--- src/rtl/rbnp_pkg.sv ---
// ----------------------------------------------------------------------------
// rbnp_pkg: shared constants for the ray/box nearest-pick block
// Field widths, word layout and reset values used by the slab-test datapath.
// ----------------------------------------------------------------------------
package rbnp_pkg;

    // Width of the node id kept by the nearest-hit tracker.
    localparam int NODE_BITS = 16;

    // Field widths of the stream words.
    localparam int COORD_W = 32;
    localparam int NODE_W  = 16;
    localparam int LIMIT_W = 16;
    localparam int S_DATA_W = NODE_W + 6 * COORD_W;
    localparam int M_DATA_W = 56;

    // Number of spatial axes walked by the sequencer.
    localparam int AXES = 3;

    // Reset value of the parallel limit register.
    localparam logic [LIMIT_W-1:0] LIMIT_RESET = 16'd1;

    // Far sentinel: the initial exit distance and the saturated quotient.
    localparam logic [COORD_W-1:0] FAR_T = '1;

    // Item kinds carried on the input tuser bit.
    localparam logic ACT_LOAD = 1'b0;
    localparam logic ACT_TEST = 1'b1;

    typedef logic signed [COORD_W-1:0] coord_t;
    typedef logic signed [COORD_W+1:0] dist_t;

endpackage

--- src/rtl/ray_box_nearest_pick.sv ---
// ----------------------------------------------------------------------------
// ray_box_nearest_pick
// Ray picking against axis-aligned boxes by the slab test, with a tracker
// that keeps the nearest box hit over a run of boxes.
// ----------------------------------------------------------------------------
//
//  Channel  | Direction | Words                        | Handshake
//  ---------+-----------+------------------------------+------------------------
//  s_*      | in        | ray load or box test         | s_tvalid / s_tready
//  m_*      | out       | one result per box test      | m_tvalid / m_tready
//  cfg_*    | in        | parallel limit register      | cfg_we, no back-pressure
//
// A load word produces no result and leaves s_tready high. A box test walks
// the three axes; an axis whose direction counts as parallel is settled in
// ST_AXIS, any other axis computes two quotients on the shared radix-4
// divider (ST_DSUB, ST_DPREP, ST_DIV, ST_DEND for each), then ST_ORDER,
// ST_NARROW and ST_CHECK update the interval; a quotient that saturates
// skips ST_DIV. s_tready stays low from a test until ST_FIN has loaded the
// result register. The result sits in an output register; a stalled m_tready
// holds the block in its final state until the register frees. Reset clears
// the ray and the tracker and sets the limit register to LIMIT_RESET; no
// clearing pass is needed.
// ----------------------------------------------------------------------------
module ray_box_nearest_pick
    import rbnp_pkg::*;
(
    input  logic                aclk,
    input  logic                aresetn,
    // Configuration: parallel_limit.
    input  logic                cfg_we,
    input  logic [LIMIT_W-1:0]  cfg_wdata,
    // Input stream.
    input  logic                s_tvalid,
    output logic                s_tready,
    // s_tdata fields from bit 0: node_id, first_x, first_y, first_z,
    // second_x, second_y, second_z.
    input  logic [S_DATA_W-1:0] s_tdata,
    // s_tuser fields from bit 0: action.
    input  logic                s_tuser,
    // s_tlast: last_box.
    input  logic                s_tlast,
    // Result stream.
    output logic                m_tvalid,
    input  logic                m_tready,
    // m_tdata fields from bit 0: hit, entry_distance, pick_found,
    // picked_node, then six zero bits.
    output logic [M_DATA_W-1:0] m_tdata,
    // m_tlast: pick_done.
    output logic                m_tlast
);

    // Sequencer state codes.
    localparam logic [3:0] ST_IDLE   = 4'd0;
    localparam logic [3:0] ST_AXIS   = 4'd1;
    localparam logic [3:0] ST_DSUB   = 4'd2;
    localparam logic [3:0] ST_DPREP  = 4'd3;
    localparam logic [3:0] ST_DIV    = 4'd4;
    localparam logic [3:0] ST_DEND   = 4'd5;
    localparam logic [3:0] ST_ORDER  = 4'd6;
    localparam logic [3:0] ST_NARROW = 4'd7;
    localparam logic [3:0] ST_CHECK  = 4'd8;
    localparam logic [3:0] ST_FIN    = 4'd9;

    localparam logic [1:0] LAST_AXIS = 2'(AXES - 1);

    // Control registers.
    logic [3:0]          state_reg, state_next;
    logic [LIMIT_W-1:0]  limit_reg;
    logic [1:0]          axis_reg, axis_next;
    logic                sel_reg, sel_next;
    logic [3:0]          cnt_reg, cnt_next;
    logic                hit_reg, hit_next;
    logic                m_valid_reg, m_valid_next;
    logic                best_valid_reg, best_valid_next;

    // Payload registers.
    coord_t              org_reg [AXES];
    coord_t              dir_reg [AXES];
    coord_t              lo_reg  [AXES];
    coord_t              hi_reg  [AXES];
    logic [NODE_W-1:0]   node_reg;
    logic                last_reg;
    logic signed [COORD_W:0] num_reg, num_next;
    logic [COORD_W-1:0]  dmag_reg, dmag_next;
    logic                dneg_reg, dneg_next;
    logic                qneg_reg, qneg_next;
    logic [COORD_W-1:0]  rem_reg, rem_next;
    logic [COORD_W-1:0]  shf_reg, shf_next;
    logic [COORD_W-1:0]  quo_reg, quo_next;
    dist_t               t1_reg, t1_next;
    dist_t               t2_reg, t2_next;
    dist_t               enter_reg, enter_next;
    dist_t               exit_reg, exit_next;
    logic [COORD_W-1:0]  best_dist_reg, best_dist_next;
    logic [NODE_BITS-1:0] best_node_reg, best_node_next;
    logic [M_DATA_W-1:0] m_data_reg, m_data_next;
    logic                m_last_reg, m_last_next;

    // Handshakes.
    logic s_fire;
    logic load_fire;
    logic test_fire;
    logic out_free;

    assign s_tready  = (state_reg == ST_IDLE);
    assign s_fire    = s_tvalid && s_tready;
    assign load_fire = s_fire && (s_tuser == ACT_LOAD);
    assign test_fire = s_fire && (s_tuser == ACT_TEST);
    assign out_free  = !m_valid_reg || m_tready;

    assign m_tvalid = m_valid_reg;
    assign m_tdata  = m_data_reg;
    assign m_tlast  = m_last_reg;

    // Operands of the current axis.
    coord_t o_cur, d_cur, lo_cur, hi_cur, bound_cur;
    logic [COORD_W-1:0] dmag_cur;
    logic               parallel_cur;
    logic               outside_cur;

    always_comb begin
        o_cur        = org_reg[axis_reg];
        d_cur        = dir_reg[axis_reg];
        lo_cur       = lo_reg[axis_reg];
        hi_cur       = hi_reg[axis_reg];
        bound_cur    = sel_reg ? hi_cur : lo_cur;
        dmag_cur     = d_cur[COORD_W-1] ? (~d_cur + 1'b1) : d_cur;
        parallel_cur = (dmag_cur == '0) ||
                       (dmag_cur < {{(COORD_W-LIMIT_W){1'b0}}, limit_reg});
        outside_cur  = (o_cur < lo_cur) || (o_cur > hi_cur);
    end

    // Numerator magnitude and saturation test.
    logic [COORD_W:0]     nmag;
    logic                 sat;

    always_comb begin
        nmag = num_reg[COORD_W] ? 33'(-num_reg) : 33'(num_reg);
        sat  = {15'd0, nmag} >= {dmag_reg, 16'd0};
    end

    // Two restoring division steps per cycle.
    logic [COORD_W-1:0] div_rem;
    logic [COORD_W-1:0] div_shf;
    logic [COORD_W-1:0] div_quo;
    logic [COORD_W:0]   div_trial;

    always_comb begin
        div_rem = rem_reg;
        div_shf = shf_reg;
        div_quo = quo_reg;
        div_trial = '0;
        for (int k = 0; k < 2; k++) begin
            div_trial = {div_rem, div_shf[COORD_W-1]};
            if (div_trial >= {1'b0, dmag_reg}) begin
                div_rem = 32'(div_trial - {1'b0, dmag_reg});
                div_quo = {div_quo[COORD_W-2:0], 1'b1};
            end else begin
                div_rem = div_trial[COORD_W-1:0];
                div_quo = {div_quo[COORD_W-2:0], 1'b0};
            end
            div_shf = {div_shf[COORD_W-2:0], 1'b0};
        end
    end

    // Signed quotient from the magnitude.
    dist_t t_signed;

    always_comb begin
        t_signed = qneg_reg ? -dist_t'({2'b00, quo_reg}) : dist_t'({2'b00, quo_reg});
    end

    // Tracker update on the final cycle of a test.
    logic                 take;
    logic                 found;
    logic [NODE_BITS-1:0] win_node;
    logic [NODE_BITS-1:0] node_kept;

    always_comb begin
        node_kept = NODE_BITS'(node_reg);
        take      = hit_reg &&
                    (!best_valid_reg || (enter_reg[COORD_W-1:0] < best_dist_reg));
        found     = best_valid_reg || take;
        win_node  = take ? node_kept : best_node_reg;
    end

    // Sequencer and datapath next-state logic.
    always_comb begin
        state_next      = state_reg;
        axis_next       = axis_reg;
        sel_next        = sel_reg;
        cnt_next        = cnt_reg;
        hit_next        = hit_reg;
        num_next        = num_reg;
        dmag_next       = dmag_reg;
        dneg_next       = dneg_reg;
        qneg_next       = qneg_reg;
        rem_next        = rem_reg;
        shf_next        = shf_reg;
        quo_next        = quo_reg;
        t1_next         = t1_reg;
        t2_next         = t2_reg;
        enter_next      = enter_reg;
        exit_next       = exit_reg;
        best_dist_next  = best_dist_reg;
        best_node_next  = best_node_reg;
        best_valid_next = best_valid_reg;
        m_data_next     = m_data_reg;
        m_last_next     = m_last_reg;
        m_valid_next    = m_valid_reg && !m_tready;

        case (state_reg)
            ST_IDLE: begin
                if (test_fire) begin
                    axis_next  = '0;
                    hit_next   = 1'b1;
                    enter_next = '0;
                    exit_next  = dist_t'({2'b00, FAR_T});
                    state_next = ST_AXIS;
                end
            end
            // Parallel axes are settled here; others start two quotients.
            ST_AXIS: begin
                dmag_next = dmag_cur;
                dneg_next = d_cur[COORD_W-1];
                sel_next  = 1'b0;
                if (parallel_cur) begin
                    if (outside_cur) begin
                        hit_next   = 1'b0;
                        state_next = ST_FIN;
                    end else if (axis_reg == LAST_AXIS) begin
                        state_next = ST_FIN;
                    end else begin
                        axis_next = axis_reg + 2'd1;
                    end
                end else begin
                    state_next = ST_DSUB;
                end
            end
            ST_DSUB: begin
                num_next   = {bound_cur[COORD_W-1], bound_cur} -
                             {o_cur[COORD_W-1], o_cur};
                state_next = ST_DPREP;
            end
            // Quotients of 2^32 or more saturate without iterating.
            ST_DPREP: begin
                qneg_next = num_reg[COORD_W] ^ dneg_reg;
                rem_next  = {15'd0, nmag[COORD_W:16]};
                shf_next  = {nmag[15:0], 16'd0};
                quo_next  = '0;
                cnt_next  = '0;
                if (sat) begin
                    quo_next   = FAR_T;
                    state_next = ST_DEND;
                end else begin
                    state_next = ST_DIV;
                end
            end
            ST_DIV: begin
                rem_next = div_rem;
                shf_next = div_shf;
                quo_next = div_quo;
                cnt_next = cnt_reg + 4'd1;
                if (cnt_reg == 4'd15) begin
                    state_next = ST_DEND;
                end
            end
            ST_DEND: begin
                if (!sel_reg) begin
                    t1_next    = t_signed;
                    sel_next   = 1'b1;
                    state_next = ST_DSUB;
                end else begin
                    t2_next    = t_signed;
                    state_next = ST_ORDER;
                end
            end
            ST_ORDER: begin
                if (t1_reg > t2_reg) begin
                    t1_next = t2_reg;
                    t2_next = t1_reg;
                end
                state_next = ST_NARROW;
            end
            ST_NARROW: begin
                if (t1_reg > enter_reg) begin
                    enter_next = t1_reg;
                end
                if (t2_reg < exit_reg) begin
                    exit_next = t2_reg;
                end
                state_next = ST_CHECK;
            end
            ST_CHECK: begin
                if (enter_reg > exit_reg) begin
                    hit_next   = 1'b0;
                    state_next = ST_FIN;
                end else if (axis_reg == LAST_AXIS) begin
                    state_next = ST_FIN;
                end else begin
                    axis_next  = axis_reg + 2'd1;
                    state_next = ST_AXIS;
                end
            end
            // Deliver the result word and update or clear the tracker.
            ST_FIN: begin
                if (out_free) begin
                    m_valid_next = 1'b1;
                    m_last_next  = last_reg;
                    m_data_next  = '0;
                    m_data_next[0]    = hit_reg;
                    m_data_next[32:1] = hit_reg ? enter_reg[COORD_W-1:0] : '0;
                    m_data_next[33]   = last_reg && found;
                    m_data_next[49:34] = (last_reg && found) ? NODE_W'(win_node) : '0;
                    if (last_reg) begin
                        best_dist_next  = FAR_T;
                        best_node_next  = '0;
                        best_valid_next = 1'b0;
                    end else if (take) begin
                        best_dist_next  = enter_reg[COORD_W-1:0];
                        best_node_next  = node_kept;
                        best_valid_next = 1'b1;
                    end
                    state_next = ST_IDLE;
                end
            end
            default: begin
                state_next = ST_IDLE;
            end
        endcase
    end

    // Control registers.
    always_ff @(posedge aclk) begin
        if (!aresetn) begin
            state_reg      <= ST_IDLE;
            limit_reg      <= LIMIT_RESET;
            axis_reg       <= '0;
            sel_reg        <= 1'b0;
            cnt_reg        <= '0;
            hit_reg        <= 1'b0;
            m_valid_reg    <= 1'b0;
            best_valid_reg <= 1'b0;
            best_dist_reg  <= FAR_T;
            best_node_reg  <= '0;
        end else begin
            state_reg      <= state_next;
            axis_reg       <= axis_next;
            sel_reg        <= sel_next;
            cnt_reg        <= cnt_next;
            hit_reg        <= hit_next;
            m_valid_reg    <= m_valid_next;
            best_valid_reg <= best_valid_next;
            best_dist_reg  <= best_dist_next;
            best_node_reg  <= best_node_next;
            if (cfg_we) begin
                limit_reg <= cfg_wdata;
            end
        end
    end

    // Ray registers: cleared by reset, written by a load word.
    always_ff @(posedge aclk) begin
        if (!aresetn) begin
            for (int a = 0; a < AXES; a++) begin
                org_reg[a] <= '0;
                dir_reg[a] <= '0;
            end
        end else if (load_fire) begin
            for (int a = 0; a < AXES; a++) begin
                org_reg[a] <= s_tdata[NODE_W + a*COORD_W +: COORD_W];
                dir_reg[a] <= s_tdata[NODE_W + (a+AXES)*COORD_W +: COORD_W];
            end
        end
    end

    // Box and datapath payload registers.
    always_ff @(posedge aclk) begin
        if (test_fire) begin
            for (int a = 0; a < AXES; a++) begin
                lo_reg[a] <= s_tdata[NODE_W + a*COORD_W +: COORD_W];
                hi_reg[a] <= s_tdata[NODE_W + (a+AXES)*COORD_W +: COORD_W];
            end
            node_reg <= s_tdata[NODE_W-1:0];
            last_reg <= s_tlast;
        end
        num_reg    <= num_next;
        dmag_reg   <= dmag_next;
        dneg_reg   <= dneg_next;
        qneg_reg   <= qneg_next;
        rem_reg    <= rem_next;
        shf_reg    <= shf_next;
        quo_reg    <= quo_next;
        t1_reg     <= t1_next;
        t2_reg     <= t2_next;
        enter_reg  <= enter_next;
        exit_reg   <= exit_next;
        m_data_reg <= m_data_next;
        m_last_reg <= m_last_next;
    end

    // The partial remainder always stays below the divisor.
    a_rem_below_divisor: assert property (@(posedge aclk) disable iff (!aresetn)
        (state_reg == ST_DIV) |-> (rem_reg < dmag_reg))
        else $error("divider remainder not below divisor");

    // A missed box reports a zero entry distance.
    a_miss_zero_dist: assert property (@(posedge aclk) disable iff (!aresetn)
        (m_valid_reg && !m_data_reg[0]) |-> (m_data_reg[32:1] == '0))
        else $error("entry distance set on a miss");

    // Winner fields appear only on the last box of a pick.
    a_winner_on_last: assert property (@(posedge aclk) disable iff (!aresetn)
        (m_valid_reg && !m_last_reg) |-> (m_data_reg[49:33] == '0))
        else $error("winner reported before the last box");

    // A box test makes the block busy on the next cycle.
    a_test_busy: assert property (@(posedge aclk) disable iff (!aresetn)
        test_fire |=> !s_tready)
        else $error("input ready right after a box test");

    // The tracker is empty after the last box of a pick.
    a_tracker_cleared: assert property (@(posedge aclk) disable iff (!aresetn)
        (state_reg == ST_FIN && out_free && last_reg) |=> !best_valid_reg)
        else $error("tracker not cleared after last box");

endmodule

--- config.mk ---
export PLATFORM = sky130hd
export DESIGN_NAME = ray_box_nearest_pick
export DESIGN_NICKNAME = d
export VERILOG_FILES = /design/src/rtl/rbnp_pkg.sv /design/src/rtl/ray_box_nearest_pick.sv
export SDC_FILE = /design/constraint.sdc
export NUM_CORES = 2
export LEC_CHECK = 0
export BUFFER_PORTS_ARGS = -buffer_cell sky130_fd_sc_hd__buf_2
export CAP_MARGIN = 20
export CORE_AREA = 4 4 295 297
export CTS_CLUSTER_DIAMETER = 50
export DETAILED_ROUTE_END_ITERATION = 10
export DIE_AREA = 0 0 299 301
export GPL_TIMING_DRIVEN = 0
export PLACE_DENSITY = 0.76
export SYNTH_ARGS = -nofsm -noshare
export SYNTH_HDL_FRONTEND = slang
export SYNTH_SLANG_ARGS = --single-unit
--- constraint.sdc ---
create_clock -name aclk -period 15 [get_ports aclk]
set_input_delay 1.5 -clock aclk [delete_from_list [all_inputs] [get_ports aclk]]
set_output_delay 1.5 -clock aclk [all_outputs]
set_load 0.01 [all_outputs]
Word level (Yosys, flattened, before mapping)
Memory sizes are Yosys's and may differ from the RTL's. A register that Yosys moved wholly into a read port is not among the register bits.
Index checks and enable logic that the tools add are counted.
{"block": "totals", "register_bits": 445, "latch_bits": 0, "ramBits": 384, "mem_bits_ro": 0, "inputBits": 231, "mem_count": 4}
{"block": "classes", "add_sub_neg": 8, "mul": 0, "n_div": 0, "magnitude_cmp": 11, "eq_ne": 25, "shift": 0, "mux": 76, "bitwise_logic": 9, "reduce_logical": 31}
{"name": "dir_reg", "depth": 3, "word_bits": 32, "read_ports": 1, "rd_ports_with_merged_regs": 1, "write_ports": 3, "line_no": "ray_box_nearest_pick.sv:78", "rtl": "coord_t dir_reg [AXES];"}
{"name": "hi_reg", "depth": 3, "word_bits": 32, "read_ports": 1, "rd_ports_with_merged_regs": 1, "write_ports": 3, "line_no": "ray_box_nearest_pick.sv:80", "rtl": "coord_t hi_reg [AXES];"}
{"name": "lo_reg", "depth": 3, "word_bits": 32, "read_ports": 1, "rd_ports_with_merged_regs": 1, "write_ports": 3, "line_no": "ray_box_nearest_pick.sv:79", "rtl": "coord_t lo_reg [AXES];"}
{"name": "org_reg", "depth": 3, "word_bits": 32, "read_ports": 1, "rd_ports_with_merged_regs": 1, "write_ports": 3, "line_no": "ray_box_nearest_pick.sv:77", "rtl": "coord_t org_reg [AXES];"}
{"op": "$mux 32", "n": 13}
{"op": "$mux 34", "n": 9}
{"op": "$pmux 34 s2", "n": 4}
{"op": "$pmux 32 s2", "n": 3}
{"op": "$gt 34x34->1", "n": 3}
{"op": "$ge 33x32->1", "n": 2}
{"op": "$lt 32x32->1", "n": 2}
{"op": "$sub 32x32->32", "n": 2}
{"op": "$ge 33x48->1", "n": 1}
{"op": "$pmux 4 s10", "n": 1}
{"op": "$lt 34x34->1", "n": 1}
{"op": "$neg 32->34", "n": 1}
{"op": "$mux 33", "n": 1}
{"op": "$neg 33->33", "n": 1}
{"op": "$sub 32x32->33", "n": 1}
{"op": "$add 32x1->32 const B", "n": 1}
{"op": "$gt 32x32->1", "n": 1}
{"op": "$logic_not 32->1", "n": 1}
{"op": "$lt 32x16->1", "n": 1}
{"op": "$mux 16", "n": 2}
{"op": "$mux 4", "n": 8}
{"op": "$not 32->32", "n": 1}
{"op": "$mux 2", "n": 13}
{"op": "$ne 2x2->1 const B", "n": 12}
{"op": "28 further kinds", "n": 75}

Longest topological paths before layout
{"block": "logic_depth", "ltp_word": 9, "depth_mapped": 29, "depth_no_buf": 25}

Worst setup path before layout
No wires, ideal clock.
{"block": "synth_timing", "path_kind": "input-to-reg", "start": "input s_tvalid", "end": "memory dir_reg[0][0] in the netlist's numbering (enable)", "setup_time_ns": 1.010, "t_arrival_ns": 14.972, "required_ns": 13.990, "setup_slack_ns": -0.982, "cell_stages": 2, "n_path_buf": 0, "cell_sequence": "nand2_1 > o21ai_0"}
{"item": "start, declared", "line_no": "ray_box_nearest_pick.sv:33", "rtl": "input logic s_tvalid,"}
{"item": "end, declared", "line_no": "ray_box_nearest_pick.sv:78"}

Final worst setup path
{"block": "layout_timing", "start": "register dmag_reg[1]", "end": "register rem_reg[26] (data pin)"}
{"block": "layout_between", "elab_chain_cells": 5, "elab_cells_between_ends": 7, "classes_between": "2 x add/sub; 2 x order compare; 3 x mux"}
{"item": "start, declared", "line_no": "ray_box_nearest_pick.sv:84", "rtl": "logic [COORD_W-1:0] dmag_reg, dmag_next;"}
{"item": "start signal, assigned", "line_no": "ray_box_nearest_pick.sv:388", "rtl": "dmag_reg <= dmag_next;"}
{"item": "$sub 32x32->32 or $ge 33x32->1 (tied branches)", "line_no": "ray_box_nearest_pick.sv:156, ray_box_nearest_pick.sv:155"}
{"item": "$mux 32", "line_no": "ray_box_nearest_pick.sv:155", "rtl": "if (div_trial >= {1'b0, dmag_reg}) begin"}
{"item": "$sub 32x32->32 or $ge 33x32->1 (tied branches)", "line_no": "ray_box_nearest_pick.sv:156, ray_box_nearest_pick.sv:155"}
{"item": "$mux 32 *", "line_no": "ray_box_nearest_pick.sv:155"}
{"item": "$pmux 32 s2 *", "line_no": "ray_box_nearest_pick.sv:212", "rtl": "case (state_reg)"}
{"item": "end signal, assigned", "line_no": "ray_box_nearest_pick.sv:391", "rtl": "rem_reg <= rem_next;"}
{"item": "end, declared", "line_no": "ray_box_nearest_pick.sv:87", "rtl": "logic [COORD_W-1:0] rem_reg, rem_next;"}
Every way passes the cells marked *; elsewhere a longest branch is shown, timed or not.
A chain may end at the register's enable or synchronous reset.

==> results.json <==
{
  "postCtsSetupBuffers": 0,
  "vias": 33700,
  "ys.flop_type": "edfxtp_1",
  "track_usage_pct": 27.2,
  "layout_commonest_cell": "edfxtp_1",
  "slew_headroom_pct": 21.7,
  "cpPeakStageDelay_ns": 0.56,
  "slew_viol_final": 0,
  "numCtsBuffers": 98,
  "drive_gt1_share_pct": 11.8,
  "synth_area_per_cell_um2": 11.1,
  "postRouteAntennaNets": 0,
  "nets": 5134,
  "antenna_found_initial": 3,
  "cp.buffers_inverters": 6,
  "place_congestion": 0.992,
  "vias_per_cell": 5.85,
  "syn_area_um2": 46000,
  "dp_slack_ns": 6.28,
  "clkTransAtPathRegs_ns": 0.05,
  "cp.required_ns": 15.35,
  "grt_start_max_net_pins": 117,
  "synthToLayoutAreaGrowth_pct": 15.1,
  "synth_edf_count": 735,
  "ir_worst_vdd_uv": 114,
  "grt_overflow": 0,
  "p_per_area_nw_per_um2": 188,
  "finalHoldViolCount": 0,
  "setup_violations": 0,
  "cts_max_path_buffers": 3,
  "cts.sinks": 815,
  "die_w_um": 299,
  "core_um2": 84600,
  "final_cell_mix": "735 x edfxtp_1, 364 x ha_1, 295 x nand2_1",
  "ys_seq_area_share_pct": 51.5,
  "cts_tree": "yes",
  "fin_util_pct": 62.5,
  "timing.setup.tns_ns": 0,
  "p_leak_uw": 0.0220,
  "grt_pass1_vias": 33400,
  "period_needed_ns": 8.94,
  "drt-pass1-iter-count": 7,
  "die_area_um2": 90000,
  "crit_family": "compound AO/OA/AOI/OAI gates",
  "cpMaxStageDelayCell": "o21ai_0",
  "numPortBuffers": 282,
  "arrival_ns": 9.29,
  "drt-total-wl_um": 126000,
  "die_h_um": 301,
  "outcome": "complete, no violations",
  "root_buffer": "clkbuf_16",
  "holdCritPathClass": "reg2reg",
  "grt_setup_unrepaired": "false",
  "cap_violations": 0,
  "crit_path_end_kind": "register",
  "synth-warning-count": 0,
  "worstPathMaxFanout": 10,
  "std_cell_rows": 107,
  "grt_first_pass_wirelength_um": 191000,
  "worst_pin_slew_ns": 1.16,
  "ys_types": 89,
  "drt-wirelength-per-cell_um": 21.8,
  "drt_iter0_drc": 2872,
  "initial_core_util_pct": 54.3,
  "fin_crit_sh_pct": 59.6,
  "synthCells": 4126,
  "ys_ff_latch": 815,
  "cts_resized": 0,
  "clock.fmax_mhz": 112,
  "path_class": "reg2reg",
  "async_reset_ff_share_pct": 0,
  "dp_hpwl_um": 95800,
  "setup_ws_ns": 6.06,
  "holdBufCountCts": 0,
  "h-tree-depth": 3,
  "ios": 290,
  "start_kind": "register",
  "drc": 0,
  "clk-insertion-delay-late_ns": 0.68,
  "clock-skew-final_ns": 0.0526
}
stage by stage:
| stage | cell area (µm²) | total power (µW) | hold WS [ns] | instances |
|---|---|---|---|---|
| floorplan | 46000 | 6180 | 0.406 | 4131 |
| global placement | 48800 | 7270 | 0.417 | 5557 |
| detailed placement | 49300 | 7340 | 0.439 | 5579 |
| CTS | 52900 | 9920 | 0.452 | 5764 |
| global route | 52900 | 10500 | 0.456 | 5766 |
| finish | 52900 | 9970 | 0.439 | 5767 |
kinds of logic (layout without fill, tap and decap cells):
| family | count (synthesis) | count (layout) | share of synthesized area, % |
|---|---|---|---|
| AND/OR/NAND/NOR | 1187 | 1187 | 13.2 |
| adder cells (fa/ha/maj) | 367 | 367 | 10.0 |
| multiplexers | 238 | 238 | 5.30 |
| buffers and inverters | 439 | 929 | 3.72 |
| flip-flops | 815 | 815 | 51.5 |
| AO/OA/AOI/OAI | 922 | 922 | 13.2 |
| other | 1 | 8 | 0.00816 |
| XOR/XNOR | 157 | 157 | 2.99 |
where the power goes:
group	leakage (µW)	switching (µW)	internal, µW
clock network	0.00171	1010	1560
logic	0.0127	2640	1650
registers	0.00755	156	2950
worst reg2reg max path, delay by kind of cell, from the launching register on:
kind	cells	cell delay [ns]
DFF	1	0.37
adders and majority gates	2	0.68
muxes	1	0.24
and+or+nand+nor	3	0.33
buffers and inverters	6	2.61
AOI/OAI and AO/OA	15	4.40
synthesized netlist by cell type, drive strengths merged, types with 26 or more instances:
| master | number | area, µm² |
|---|---|---|
| a21boi | 36 | 270 |
| a21o | 128 | 961 |
| a21oi | 230 | 1150 |
| a22oi | 36 | 270 |
| a31oi | 26 | 163 |
| and2 | 274 | 1710 |
| buf | 38 | 204 |
| clkbuf | 127 | 477 |
| dfxtp | 80 | 1600 |
| edfxtp | 735 | 22100 |
| ha | 364 | 4550 |
| inv | 274 | 1030 |
| mux2i | 216 | 2190 |
| nand2 | 296 | 1110 |
| nand2b | 34 | 220 |
| nand3 | 41 | 205 |
| nand4 | 71 | 450 |
| nor2 | 250 | 938 |
| nor2b | 40 | 250 |
| nor3 | 50 | 255 |
| o21a | 117 | 878 |
| o21ai | 170 | 851 |
| o31ai | 30 | 239 |
| xnor2 | 86 | 753 |
| xor2 | 71 | 622 |
metal layers:
layer | track usage (%) | up-vias | wire length [µm]
met3 | 4.11 | 264 | 7800
met2 | 48.3 | 1263 | 63300
met4 | 11.7 | 2 | 5630
li1 | - | 16000 | -
met5 | 0 | - | 12
met1 | 33.0 | 16200 | 48900
worst paths after layout:
check / start / end / slack, ns / depth (start not counted)
max: dmag_reg[1] / rem_reg[26] / 6.06 / 27
max reg2reg: dmag_reg[1] / rem_reg[26] / 6.06 / 27
min reg2reg: hit_reg / m_tdata[0] / 0.44 / 0
min: hit_reg / m_tdata[0] / 0.44 / 0
layout make-up:
cell class	count	area, µm²
Sequential cell	815	23700
Clock buffer	112	2580
Buffer	165	681
Multi-Input combinational cell	2877	20700
Fill cell	6700	31700
Timing Repair Buffer	305	1850
Inverter	274	1040
Antenna cell	2	5.00
Tap cell	1144	1430
Clock inverter	73	987
(Power assumes the default switching activity.)
